**src/hw/rtl/cpu_compare_incdec_jump_unit_defines.svh**
```systemverilog
// Assertion macros shared by the RTL of the compare, inc/dec and jump unit.
// Defining NO_ASSERTIONS turns every macro into an empty body.
`ifndef CPU_COMPARE_INCDEC_JUMP_UNIT_DEFINES_SVH
`define CPU_COMPARE_INCDEC_JUMP_UNIT_DEFINES_SVH

`ifndef NO_ASSERTIONS

// The consequent must hold in the same cycle as the antecedent.
`define CCIJ_ASSERT_IMP(label, clk, rst_n, ante, cons) \
    label: assert property (@(posedge clk) disable iff (!rst_n) (ante) |-> (cons)) \
        else $error("same-cycle implication failed");

// The consequent must hold in the cycle after the antecedent.
`define CCIJ_ASSERT_NEXT(label, clk, rst_n, ante, cons) \
    label: assert property (@(posedge clk) disable iff (!rst_n) (ante) |=> (cons)) \
        else $error("next-cycle implication failed");

`else

`define CCIJ_ASSERT_IMP(label, clk, rst_n, ante, cons)
`define CCIJ_ASSERT_NEXT(label, clk, rst_n, ante, cons)

`endif

`endif

```
**src/hw/rtl/ccij_pkg.sv**
```systemverilog
`default_nettype none

package ccij_pkg;

    // Depth of the queue between the decode front and the execute back.
    localparam int unsigned QUEUE_DEPTH = 4;
    localparam int unsigned QPTR_W      = $clog2(QUEUE_DEPTH);
    localparam int unsigned QCNT_W      = QPTR_W + 1;

    // High byte of every stack address.
    localparam logic [7:0] STACK_PAGE_HI = 8'h01;

    // Flag positions in the six-bit status word: N V D I Z C.
    localparam int unsigned FLAG_C = 0;
    localparam int unsigned FLAG_Z = 1;
    localparam int unsigned FLAG_I = 2;
    localparam int unsigned FLAG_D = 3;
    localparam int unsigned FLAG_V = 4;
    localparam int unsigned FLAG_N = 5;

    localparam logic [5:0] MASK_D = 6'b00_1000;
    localparam logic [5:0] MASK_I = 6'b00_0100;
    localparam logic [5:0] MASK_V = 6'b01_0000;

    // Instruction codes as they arrive on the input.
    typedef enum logic [3:0] {
        ACT_CLD    = 4'd0,
        ACT_CLI    = 4'd1,
        ACT_CLV    = 4'd2,
        ACT_CMP    = 4'd3,
        ACT_CPX    = 4'd4,
        ACT_CPY    = 4'd5,
        ACT_DEC    = 4'd6,
        ACT_DEX    = 4'd7,
        ACT_DEY    = 4'd8,
        ACT_EOR    = 4'd9,
        ACT_INC    = 4'd10,
        ACT_INX    = 4'd11,
        ACT_INY    = 4'd12,
        ACT_JMP    = 4'd13,
        ACT_JMPIND = 4'd14,
        ACT_JSR    = 4'd15
    } t_action;

    // Operation classes seen by the execute stage.
    typedef enum logic [2:0] {
        CLS_CLR = 3'd0,
        CLS_CMP = 3'd1,
        CLS_RMW = 3'd2,
        CLS_IDX = 3'd3,
        CLS_EOR = 3'd4,
        CLS_JMP = 3'd5,
        CLS_JSR = 3'd6
    } t_op_class;

    typedef enum logic [1:0] {
        REG_A = 2'd0,
        REG_X = 2'd1,
        REG_Y = 2'd2
    } t_reg_sel;

    // One decoded instruction as it sits in the queue.
    typedef struct packed {
        t_op_class   op_class;
        t_reg_sel    reg_sel;
        logic        decrement;
        logic [5:0]  clear_mask;
        logic [1:0]  pc_step;
        logic [7:0]  operand;
        logic [15:0] address;
    } t_op;

    // Queue status seen by both sides.
    typedef struct packed {
        logic full;
        logic empty;
    } t_q_status;

    // Replaces N and Z from an 8-bit result, keeps the other flags.
    function automatic logic [5:0] set_nz(input logic [5:0] flags, input logic [7:0] value);
        logic [5:0] f;
        f         = flags;
        f[FLAG_Z] = (value == 8'd0);
        f[FLAG_N] = value[7];
        return f;
    endfunction

endpackage

`default_nettype wire

```
**src/hw/rtl/cpu_compare_incdec_jump_unit.sv**
```systemverilog
// Channel   Direction  Handshake          Payload
// input     in         i_valid / o_ready  action, operand, operand_address, indirect bytes, length
// result    out        o_valid / i_ready  write enable/address/data, flags, PC, last flag
//
// An accepted instruction is decoded the same cycle and queued (four entries).
// The execute stage retires one result per cycle unless the output stalls or the queue
// is empty; JSR emits two results, its two stack writes. Each result is registered.
// The output register lets a new result load in the cycle the old one is taken.
// Reset (synchronous, active low) zeroes A, X, Y, S, PC and flags and empties the queue.
`default_nettype none
`include "cpu_compare_incdec_jump_unit_defines.svh"

module cpu_compare_incdec_jump_unit (
    input  wire logic        i_clk,
    input  wire logic        i_rst_n,
    input  wire logic        i_valid,
    output logic             o_ready,
    input  wire logic [3:0]  i_action,
    input  wire logic [7:0]  i_operand,
    input  wire logic [15:0] i_operand_address,
    input  wire logic [7:0]  i_indirect_low,
    input  wire logic [7:0]  i_indirect_high,
    input  wire logic [1:0]  i_instr_length,
    output logic             o_valid,
    input  wire logic        i_ready,
    output logic             o_write_enable,
    output logic [15:0]      o_write_address,
    output logic [7:0]       o_write_data,
    output logic [5:0]       o_status_flags,
    output logic [15:0]      o_program_counter,
    output logic             o_last_result
);
    import ccij_pkg::*;

    t_q_status w_q_status;
    t_op       w_front_op;
    t_op       w_head_op;
    logic      w_push;
    logic      w_pop;

    // Decode front.
    ccij_front u_front (
        .i_valid           (i_valid),
        .o_ready           (o_ready),
        .i_action          (i_action),
        .i_operand         (i_operand),
        .i_operand_address (i_operand_address),
        .i_indirect_low    (i_indirect_low),
        .i_indirect_high   (i_indirect_high),
        .i_instr_length    (i_instr_length),
        .i_q_status        (w_q_status),
        .o_push            (w_push),
        .o_op              (w_front_op)
    );

    // Instruction queue between the two sides.
    ccij_queue u_queue (
        .i_clk    (i_clk),
        .i_rst_n  (i_rst_n),
        .i_push   (w_push),
        .i_op     (w_front_op),
        .i_pop    (w_pop),
        .o_op     (w_head_op),
        .o_status (w_q_status)
    );

    // Execute back.
    ccij_back u_back (
        .i_clk             (i_clk),
        .i_rst_n           (i_rst_n),
        .i_op              (w_head_op),
        .i_q_status        (w_q_status),
        .o_pop             (w_pop),
        .o_valid           (o_valid),
        .i_ready           (i_ready),
        .o_write_enable    (o_write_enable),
        .o_write_address   (o_write_address),
        .o_write_data      (o_write_data),
        .o_status_flags    (o_status_flags),
        .o_program_counter (o_program_counter),
        .o_last_result     (o_last_result)
    );

    // Only the first half of a subroutine call is not final, and it always writes.
    `CCIJ_ASSERT_IMP(a_first_half_writes, i_clk, i_rst_n, o_valid && !o_last_result, o_write_enable)

    // The second half of a subroutine call follows its first half directly.
    `CCIJ_ASSERT_NEXT(a_second_half_follows, i_clk, i_rst_n, o_valid && i_ready && !o_last_result, o_valid && o_last_result && o_write_enable)

    // A result without a write carries zero address and data.
    `CCIJ_ASSERT_IMP(a_idle_write_zero, i_clk, i_rst_n, o_valid && !o_write_enable, o_write_address == 16'd0 && o_write_data == 8'd0)

endmodule

`default_nettype wire

```
**src/hw/rtl/ccij_front.sv**
```systemverilog
`default_nettype none

module ccij_front (
    input  wire logic                i_valid,
    output logic                     o_ready,
    input  wire logic [3:0]          i_action,
    input  wire logic [7:0]          i_operand,
    input  wire logic [15:0]         i_operand_address,
    input  wire logic [7:0]          i_indirect_low,
    input  wire logic [7:0]          i_indirect_high,
    input  wire logic [1:0]          i_instr_length,
    input  wire ccij_pkg::t_q_status i_q_status,
    output logic                     o_push,
    output ccij_pkg::t_op            o_op
);
    import ccij_pkg::*;

    // A transaction is taken whenever the queue has room.
    assign o_ready = !i_q_status.full;
    assign o_push  = i_valid && !i_q_status.full;

    // Classify the instruction and pick the fields the execute stage needs.
    always_comb begin
        o_op            = '0;
        o_op.op_class   = CLS_CLR;
        o_op.reg_sel    = REG_A;
        o_op.decrement  = 1'b0;
        o_op.clear_mask = '0;
        o_op.pc_step    = 2'd1;
        o_op.operand    = i_operand;
        o_op.address    = i_operand_address;
        unique case (t_action'(i_action))
            ACT_CLD: begin
                o_op.clear_mask = MASK_D;
            end
            ACT_CLI: begin
                o_op.clear_mask = MASK_I;
            end
            ACT_CLV: begin
                o_op.clear_mask = MASK_V;
            end
            ACT_CMP: begin
                o_op.op_class = CLS_CMP;
                o_op.pc_step  = i_instr_length;
            end
            ACT_CPX: begin
                o_op.op_class = CLS_CMP;
                o_op.reg_sel  = REG_X;
                o_op.pc_step  = i_instr_length;
            end
            ACT_CPY: begin
                o_op.op_class = CLS_CMP;
                o_op.reg_sel  = REG_Y;
                o_op.pc_step  = i_instr_length;
            end
            ACT_DEC: begin
                o_op.op_class  = CLS_RMW;
                o_op.decrement = 1'b1;
                o_op.pc_step   = i_instr_length;
            end
            ACT_INC: begin
                o_op.op_class = CLS_RMW;
                o_op.pc_step  = i_instr_length;
            end
            ACT_DEX: begin
                o_op.op_class  = CLS_IDX;
                o_op.reg_sel   = REG_X;
                o_op.decrement = 1'b1;
            end
            ACT_DEY: begin
                o_op.op_class  = CLS_IDX;
                o_op.reg_sel   = REG_Y;
                o_op.decrement = 1'b1;
            end
            ACT_INX: begin
                o_op.op_class = CLS_IDX;
                o_op.reg_sel  = REG_X;
            end
            ACT_INY: begin
                o_op.op_class = CLS_IDX;
                o_op.reg_sel  = REG_Y;
            end
            ACT_EOR: begin
                o_op.op_class = CLS_EOR;
                o_op.pc_step  = i_instr_length;
            end
            ACT_JMP: begin
                o_op.op_class = CLS_JMP;
            end
            ACT_JMPIND: begin
                o_op.op_class = CLS_JMP;
                o_op.address  = {i_indirect_high, i_indirect_low};
            end
            ACT_JSR: begin
                // The return address is the PC plus two.
                o_op.op_class = CLS_JSR;
                o_op.pc_step  = 2'd2;
            end
            default: begin
                o_op.op_class = CLS_CLR;
            end
        endcase
    end

endmodule

`default_nettype wire

```
**src/hw/rtl/ccij_queue.sv**
```systemverilog
`default_nettype none

module ccij_queue (
    input  wire logic           i_clk,
    input  wire logic           i_rst_n,
    input  wire logic           i_push,
    input  wire ccij_pkg::t_op  i_op,
    input  wire logic           i_pop,
    output ccij_pkg::t_op       o_op,
    output ccij_pkg::t_q_status o_status
);
    import ccij_pkg::*;

    t_op               r_entries [QUEUE_DEPTH];
    logic [QPTR_W-1:0] r_wr_ptr;
    logic [QPTR_W-1:0] r_rd_ptr;
    logic [QCNT_W-1:0] r_count;
    logic              w_do_push;
    logic              w_do_pop;

    assign o_status.full  = (r_count == QCNT_W'(QUEUE_DEPTH));
    assign o_status.empty = (r_count == '0);
    assign w_do_push      = i_push && !o_status.full;
    assign w_do_pop       = i_pop && !o_status.empty;

    // The head entry is presented to the execute stage directly.
    assign o_op = r_entries[r_rd_ptr];

    // Entry storage.
    always_ff @(posedge i_clk) begin
        if (w_do_push) begin
            r_entries[r_wr_ptr] <= i_op;
        end
    end

    // Pointers and fill count.
    always_ff @(posedge i_clk) begin
        if (!i_rst_n) begin
            r_wr_ptr <= '0;
            r_rd_ptr <= '0;
            r_count  <= '0;
        end else begin
            if (w_do_push) begin
                r_wr_ptr <= r_wr_ptr + 1'b1;
            end
            if (w_do_pop) begin
                r_rd_ptr <= r_rd_ptr + 1'b1;
            end
            if (w_do_push && !w_do_pop) begin
                r_count <= r_count + 1'b1;
            end else if (w_do_pop && !w_do_push) begin
                r_count <= r_count - 1'b1;
            end
        end
    end

endmodule

`default_nettype wire

```
**src/hw/rtl/ccij_back.sv**
```systemverilog
`default_nettype none

module ccij_back (
    input  wire logic                i_clk,
    input  wire logic                i_rst_n,
    input  wire ccij_pkg::t_op       i_op,
    input  wire ccij_pkg::t_q_status i_q_status,
    output logic                     o_pop,
    output logic                     o_valid,
    input  wire logic                i_ready,
    output logic                     o_write_enable,
    output logic [15:0]              o_write_address,
    output logic [7:0]               o_write_data,
    output logic [5:0]               o_status_flags,
    output logic [15:0]              o_program_counter,
    output logic                     o_last_result
);
    import ccij_pkg::*;

    // Architectural state.
    logic [7:0]  r_a, n_a;
    logic [7:0]  r_x, n_x;
    logic [7:0]  r_y, n_y;
    logic [7:0]  r_s, n_s;
    logic [15:0] r_pc, n_pc;
    logic [5:0]  r_flags, n_flags;
    logic        r_jsr_second, n_jsr_second;

    // Output register.
    logic        r_out_valid;
    logic        r_we, n_we;
    logic [15:0] r_waddr, n_waddr;
    logic [7:0]  r_wdata, n_wdata;
    logic [5:0]  r_flags_out;
    logic [15:0] r_pc_out, n_pc_out;
    logic        r_last, n_last;

    logic        w_load;
    logic [7:0]  w_src;
    logic [7:0]  w_incdec_in;
    logic [7:0]  w_incdec;
    logic [8:0]  w_diff;
    logic [15:0] w_pc_sum;
    logic [7:0]  w_eor;

    // A result is produced when an instruction waits and the output register frees up.
    assign w_load = !i_q_status.empty && (!r_out_valid || i_ready);
    assign o_pop  = w_load && !(i_op.op_class == CLS_JSR && !r_jsr_second);

    // Shared datapath pieces.
    always_comb begin
        case (i_op.reg_sel)
            REG_X:   w_src = r_x;
            REG_Y:   w_src = r_y;
            default: w_src = r_a;
        endcase
    end

    assign w_incdec_in = (i_op.op_class == CLS_RMW) ? i_op.operand : w_src;
    assign w_incdec    = i_op.decrement ? (w_incdec_in - 8'd1) : (w_incdec_in + 8'd1);
    assign w_diff      = {1'b0, w_src} - {1'b0, i_op.operand};
    assign w_pc_sum    = r_pc + {14'd0, i_op.pc_step};
    assign w_eor       = r_a ^ i_op.operand;

    // Execute the head instruction.
    always_comb begin
        n_a          = r_a;
        n_x          = r_x;
        n_y          = r_y;
        n_s          = r_s;
        n_pc         = r_pc;
        n_flags      = r_flags;
        n_jsr_second = r_jsr_second;
        n_we         = 1'b0;
        n_waddr      = '0;
        n_wdata      = '0;
        n_last       = 1'b1;
        n_pc_out     = '0;
        unique case (i_op.op_class)
            CLS_CLR: begin
                n_flags = r_flags & ~i_op.clear_mask;
                n_pc    = w_pc_sum;
            end
            CLS_CMP: begin
                n_flags         = set_nz(r_flags, w_diff[7:0]);
                n_flags[FLAG_C] = !w_diff[8];
                n_pc            = w_pc_sum;
            end
            CLS_RMW: begin
                n_flags = set_nz(r_flags, w_incdec);
                n_pc    = w_pc_sum;
                n_we    = 1'b1;
                n_waddr = i_op.address;
                n_wdata = w_incdec;
            end
            CLS_IDX: begin
                n_flags = set_nz(r_flags, w_incdec);
                n_pc    = w_pc_sum;
                if (i_op.reg_sel == REG_X) begin
                    n_x = w_incdec;
                end else begin
                    n_y = w_incdec;
                end
            end
            CLS_EOR: begin
                n_a     = w_eor;
                n_flags = set_nz(r_flags, w_eor);
                n_pc    = w_pc_sum;
            end
            CLS_JMP: begin
                n_pc = i_op.address;
            end
            CLS_JSR: begin
                // High byte of the return address first, then the low byte.
                n_we    = 1'b1;
                n_waddr = {STACK_PAGE_HI, r_s};
                n_s     = r_s - 8'd1;
                if (!r_jsr_second) begin
                    n_wdata      = w_pc_sum[15:8];
                    n_last       = 1'b0;
                    n_jsr_second = 1'b1;
                end else begin
                    n_wdata      = w_pc_sum[7:0];
                    n_pc         = i_op.address;
                    n_jsr_second = 1'b0;
                end
            end
            default: begin
                n_pc = r_pc;
            end
        endcase
        // Both results of a subroutine call report the PC after the jump.
        n_pc_out = (i_op.op_class == CLS_JSR) ? i_op.address : n_pc;
    end

    // Architectural and control state.
    always_ff @(posedge i_clk) begin
        if (!i_rst_n) begin
            r_a          <= '0;
            r_x          <= '0;
            r_y          <= '0;
            r_s          <= '0;
            r_pc         <= '0;
            r_flags      <= '0;
            r_jsr_second <= 1'b0;
            r_out_valid  <= 1'b0;
        end else begin
            if (w_load) begin
                r_a          <= n_a;
                r_x          <= n_x;
                r_y          <= n_y;
                r_s          <= n_s;
                r_pc         <= n_pc;
                r_flags      <= n_flags;
                r_jsr_second <= n_jsr_second;
                r_out_valid  <= 1'b1;
            end else if (i_ready) begin
                r_out_valid <= 1'b0;
            end
        end
    end

    // Result payload.
    always_ff @(posedge i_clk) begin
        if (w_load) begin
            r_we        <= n_we;
            r_waddr     <= n_waddr;
            r_wdata     <= n_wdata;
            r_flags_out <= n_flags;
            r_pc_out    <= n_pc_out;
            r_last      <= n_last;
        end
    end

    assign o_valid           = r_out_valid;
    assign o_write_enable    = r_we;
    assign o_write_address   = r_waddr;
    assign o_write_data      = r_wdata;
    assign o_status_flags    = r_flags_out;
    assign o_program_counter = r_pc_out;
    assign o_last_result     = r_last;

endmodule

`default_nettype wire
```
**config.mk**
```make
export PLATFORM = sky130hd
export DESIGN_NAME = cpu_compare_incdec_jump_unit
export DESIGN_NICKNAME = d
export VERILOG_FILES = /design/src/hw/rtl/ccij_pkg.sv /design/src/hw/rtl/cpu_compare_incdec_jump_unit.sv /design/src/hw/rtl/ccij_front.sv /design/src/hw/rtl/ccij_queue.sv /design/src/hw/rtl/ccij_back.sv
export VERILOG_INCLUDE_DIRS = /design/src /design/src/hw/rtl
export SDC_FILE = /design/constraint.sdc
export NUM_CORES = 1
export LEC_CHECK = 0
export ABC_AREA = 1
export BUFFER_PORTS_ARGS = -buffer_cell sky130_fd_sc_hd__buf_4
export CELL_PAD_IN_SITES_DETAIL_PLACEMENT = 1
export CELL_PAD_IN_SITES_GLOBAL_PLACEMENT = 1
export CORE_MARGIN = 1.5
export CORE_UTILIZATION = 42
export CTS_CLUSTER_DIAMETER = 50
export CTS_CLUSTER_SIZE = 8
export DETAILED_ROUTE_END_ITERATION = 7
export GPL_ROUTABILITY_DRIVEN = 0
export PLACE_DENSITY_LB_ADDON = 0.05
export SYNTH_ARGS = -nofsm -noshare
export SYNTH_HDL_FRONTEND = slang
export SYNTH_SLANG_ARGS = --single-unit
```
**constraint.sdc**
```tcl
create_clock -name i_clk -period 3.75 [get_ports i_clk]
set_input_delay 0.75 -clock i_clk [delete_from_list [all_inputs] [get_ports i_clk]]
set_output_delay 0.75 -clock i_clk [all_outputs]
set_load 0.02 [all_outputs]
```
==> results_dict.tcl <==
set metrics [dict create \
    globalRouteTotalUtil_pct 23.2 \
    cts_made_buffers 40 \
    critPathLaunchType "register" \
    clkSinkCount 253 \
    finalWorstPathRequiredPeriod_ns 3.44 \
    root_buffer_master "sky130_fd_sc_hd__clkbuf_16" \
    tns_ns 0 \
    synth_enable_flop_cells 188 \
    htree_levels 2 \
    dr_total_vias 9337 \
    maxCapViolCount 0 \
    drtAntennaViolNets 0 \
    endpoint_kind "register" \
    ys_types 55 \
    most_used_cells_in_the_layout_excluding_fill_and_tap_cells "296 x sky130_fd_sc_hd__nand2_1, 188 x sky130_fd_sc_hd__edfxtp_1, 123 x sky130_fd_sc_hd__buf_4" \
    groute.layer.met3.usage_pct 3.69 \
    clkTransAtPathRegs_ns 0.05 \
    max_slew_margin_pct 23.6 \
    arrival_ns 3.70 \
    total_area_of_multi_input_combinational_cells_mm2 0.00437 \
    synth.yosys.warnings 0 \
    hold_class "primary input to register" \
    syn-cell-area_mm2 0.0120 \
    io_pins 100 \
    place_inst 1689 \
    timing.final.hold_violations 0 \
    slew_viol_final 0 \
    cp_cell_sequence "buf_4, o21ai_0, o22ai_1, ha_1, fa_1, nand4_1, nor3_2, nand3_1, nor2_1, xor2_1, or2_1, nand3_1, nand2_1, o21ai_0" \
    met1_usage_pct 31.7 \
    synth.avg_cell_area_um2 9.72 \
    finalSetupViolCount 0 \
    placement.io_buffers 99 \
    post-dp-hpwl_um 23200 \
    number_of_global_route_vias_before_repair 9431 \
    syn2layout_area_growth_pct 20.2 \
    crit_fanout 37 \
    pre_cts_slack_ns 0.215 \
    dieArea_mm2 0.0297 \
    final_cells 1755 \
    setup_ws_ns 0.306 \
    nets 1433 \
    grt_most_used_layer "met2" \
    core_mm2 0.0280 \
    ctsLongestPathBuffers 3 \
    drc_errors 0 \
    dominantRegCellSynth "sky130_fd_sc_hd__edfxtp_1" \
    wl_per_cell_um 19.2 \
    rows 61 \
    detail_route.first_pass.iterations 5 \
    fin_skew_ns 0.0235 \
    first_pass_grt_wire_length_um 52000 \
    async_reset_ff_share_pct 0 \
    worstMarginPinSlew_ns 1.14 \
    max_freq_mhz 290 \
    crit_slowest_cell "sky130_fd_sc_hd__buf_4" \
    final_min_period_over_clock_period_pct 91.8 \
    n_antenna_cell 0 \
    worstSetupPathType "register to register" \
    clk-insertion-delay-late_ns 0.54 \
    synth.ff_latch_count 253 \
    cts_tree "done" \
    filler_cell_count 3158 \
    die_w_um 172 \
    grt_use_met2_pct 38.2 \
    start_util_pct 42.9 \
    cts-hold-fix-buffers 0 \
    run_status "finished clean" \
    initialDrtViolationCount 557 \
    pin_count_of_the_biggest_net_entering_global_routing 72 \
    route.final.wire_length_um 33700 \
    p_total_w 0.0158 \
    chipHeight_um 172 \
    synthesized_netlist_net_count 1316 \
    highest_ir_drop_seen_on_vdd_v 0.000417 \
    layout.cells.most_common "sky130_fd_sc_hd__nand2_1" \
    critPathMaxStageDelay_ns 0.40 \
    ys_seq_area_share_pct 57.7 \
    antenna_violations_before_repair 0 \
    power_density_mw_per_mm2 1090 \
    drive_gt1_share_pct 16.7 \
    seq_cell_area_mm2 0.00695 \
    timing.critical_path.required_ns 4.00 \
    power.static_leakage_nw 5.95 \
    drt-vias-per-instance 5.32 \
    global_route.overflow_total 0 \
    syn_inst 1238 \
]
## per-layer routing
metal	vias up	share of wire (%)
met5	-	0
met4	0	1.9
met3	46	4.7
met2	216	47
met1	4590	46
li1	4485	-
## state kept, by name (all words and copies together), names as in the netlist, named ones only
signal / cells
u_back.r_s: 8
u_back.o_write_enable: 1
u_queue.r_rd_ptr: 2
u_back.o_write_data: 8
u_back.r_jsr_second: 1
u_back.r_x: 8
u_back.o_status_flags: 6
u_back.r_pc: 16
u_queue.r_count: 3
u_back.o_write_address: 16
u_back.o_program_counter: 16
u_queue.r_entries: 140
u_back.o_valid: 1
u_back.r_flags: 6
u_back.r_a: 8
u_queue.r_wr_ptr: 2
u_back.r_y: 8
u_back.o_last_result: 1
## worst max-delay path, delay by kind of cell, from the launching register on
| kind | cells | cell delay, ns |
|---|---|---|
| AOI/OAI and AO/OA | 3 | 0.51 |
| xor gates and xnor gates | 1 | 0.27 |
| adders and majority gates | 2 | 0.55 |
| buffers and inverters | 1 | 0.40 |
| DFF | 1 | 0.39 |
| and+or+nand+nor | 7 | 1.03 |
## stage by stage
| stage | hold WS [ns] | utilization (%) | area [µm²] |
|---|---|---|---|
| 6_report | 0.414 | 51.6 | 14500 |
| 5_1_grt | 0.407 | 51.6 | 14500 |
| 4_1_cts | 0.401 | 51.5 | 14400 |
| 3_5_place_dp | 0.442 | 47.2 | 13200 |
| 3_3_place_gp | 0.430 | 47.2 | 13200 |
| 2_1_floorplan | 0.422 | - | 12100 |
## what timing repair did
action                                  4_1_cts  5_1_grt
endpoints found under the setup margin        0        5
hold endpoints to repair                      0        0
buffers inserted                              0        2
gates resized for setup                       0        9
## synth_stat cells, types with 3 or more instances
| cell | n | area [µm²] |
|---|---|---|
| sky130_fd_sc_hd__o21ai_1 | 6 | 30.0 |
| sky130_fd_sc_hd__a32oi_1 | 6 | 52.6 |
| sky130_fd_sc_hd__a21oi_1 | 72 | 360 |
| sky130_fd_sc_hd__xor2_1 | 20 | 175 |
| sky130_fd_sc_hd__inv_1 | 124 | 465 |
| sky130_fd_sc_hd__buf_1 | 5 | 18.8 |
| sky130_fd_sc_hd__o22ai_1 | 10 | 62.6 |
| sky130_fd_sc_hd__a22oi_1 | 6 | 45.0 |
| sky130_fd_sc_hd__xnor2_1 | 8 | 70.1 |
| sky130_fd_sc_hd__nor2_1 | 101 | 379 |
| sky130_fd_sc_hd__a311oi_1 | 3 | 26.3 |
| sky130_fd_sc_hd__fa_1 | 4 | 80.1 |
| sky130_fd_sc_hd__nand2_4 | 7 | 78.8 |
| sky130_fd_sc_hd__a32o_1 | 12 | 120 |
| sky130_fd_sc_hd__inv_2 | 6 | 22.5 |
| sky130_fd_sc_hd__clkbuf_1 | 20 | 75.1 |
| sky130_fd_sc_hd__o211ai_1 | 10 | 75.1 |
| sky130_fd_sc_hd__nor3_1 | 6 | 30.0 |
| sky130_fd_sc_hd__edfxtp_1 | 188 | 5650 |
| sky130_fd_sc_hd__buf_6 | 6 | 67.6 |
| sky130_fd_sc_hd__buf_2 | 8 | 40.0 |
| sky130_fd_sc_hd__nand2_2 | 5 | 31.3 |
| sky130_fd_sc_hd__nand2_1 | 296 | 1110 |
| sky130_fd_sc_hd__ha_1 | 24 | 300 |
| sky130_fd_sc_hd__o221ai_1 | 17 | 149 |
| sky130_fd_sc_hd__o21ai_0 | 90 | 450 |
| sky130_fd_sc_hd__buf_4 | 9 | 67.6 |
| sky130_fd_sc_hd__dfxtp_1 | 65 | 1300 |
| sky130_fd_sc_hd__nand3_2 | 4 | 40.0 |
| sky130_fd_sc_hd__inv_4 | 3 | 18.8 |
| sky130_fd_sc_hd__nand4_1 | 9 | 56.3 |
| sky130_fd_sc_hd__nand3_1 | 57 | 285 |
| sky130_fd_sc_hd__nor2_2 | 3 | 18.8 |
## report_power, final
group	switching (W)	internal (W)	total, W
Sequential	0.000312	0.00387	0.00418
Clock	0.00126	0.00208	0.00334
Combinational	0.00555	0.00274	0.00830
Total	0.00712	0.00869	0.0158
## area by class of cell
cell class,instances,area share [%]
Timing Repair Buffer,125,6.60
Clock buffer,55,7.53
Tap cell,378,3.27
Clock inverter,9,0.727
Sequential cell,253,48.1
Inverter,134,3.57
Multi-Input combinational cell,801,30.2
## final timing paths
check                           slack [ns]  depth (start not counted)                           start                                      to
worst min-delay path                  0.41                          1                    i_operand[0]      u_queue.r_entries[3][16]$_DFFE_PP_
worst min register to register        0.45                          2  u_back.r_flags[2]$_SDFFE_PN0P_          u_back.r_flags[2]$_SDFFE_PN0P_
worst max-delay path                  0.31                         14                        register  u_back.o_program_counter[12]$_DFFE_PP_
worst max register to register        0.31                         14                        register  u_back.o_program_counter[12]$_DFFE_PP_
## logic make-up (layout without fill, tap and decap cells)
family / after synthesis / count (layout) / share of synthesized area, %
buffers and inverters: 184 / 323 / 6.57
and+or+nand+nor: 500 / 500 / 18.1
adders and majority gates: 28 / 28 / 3.16
xor gates and xnor gates: 28 / 28 / 2.04
DFF: 253 / 253 / 57.7
AOI/OAI and AO/OA: 245 / 245 / 12.4
Power figures use the tool's default switching activity.
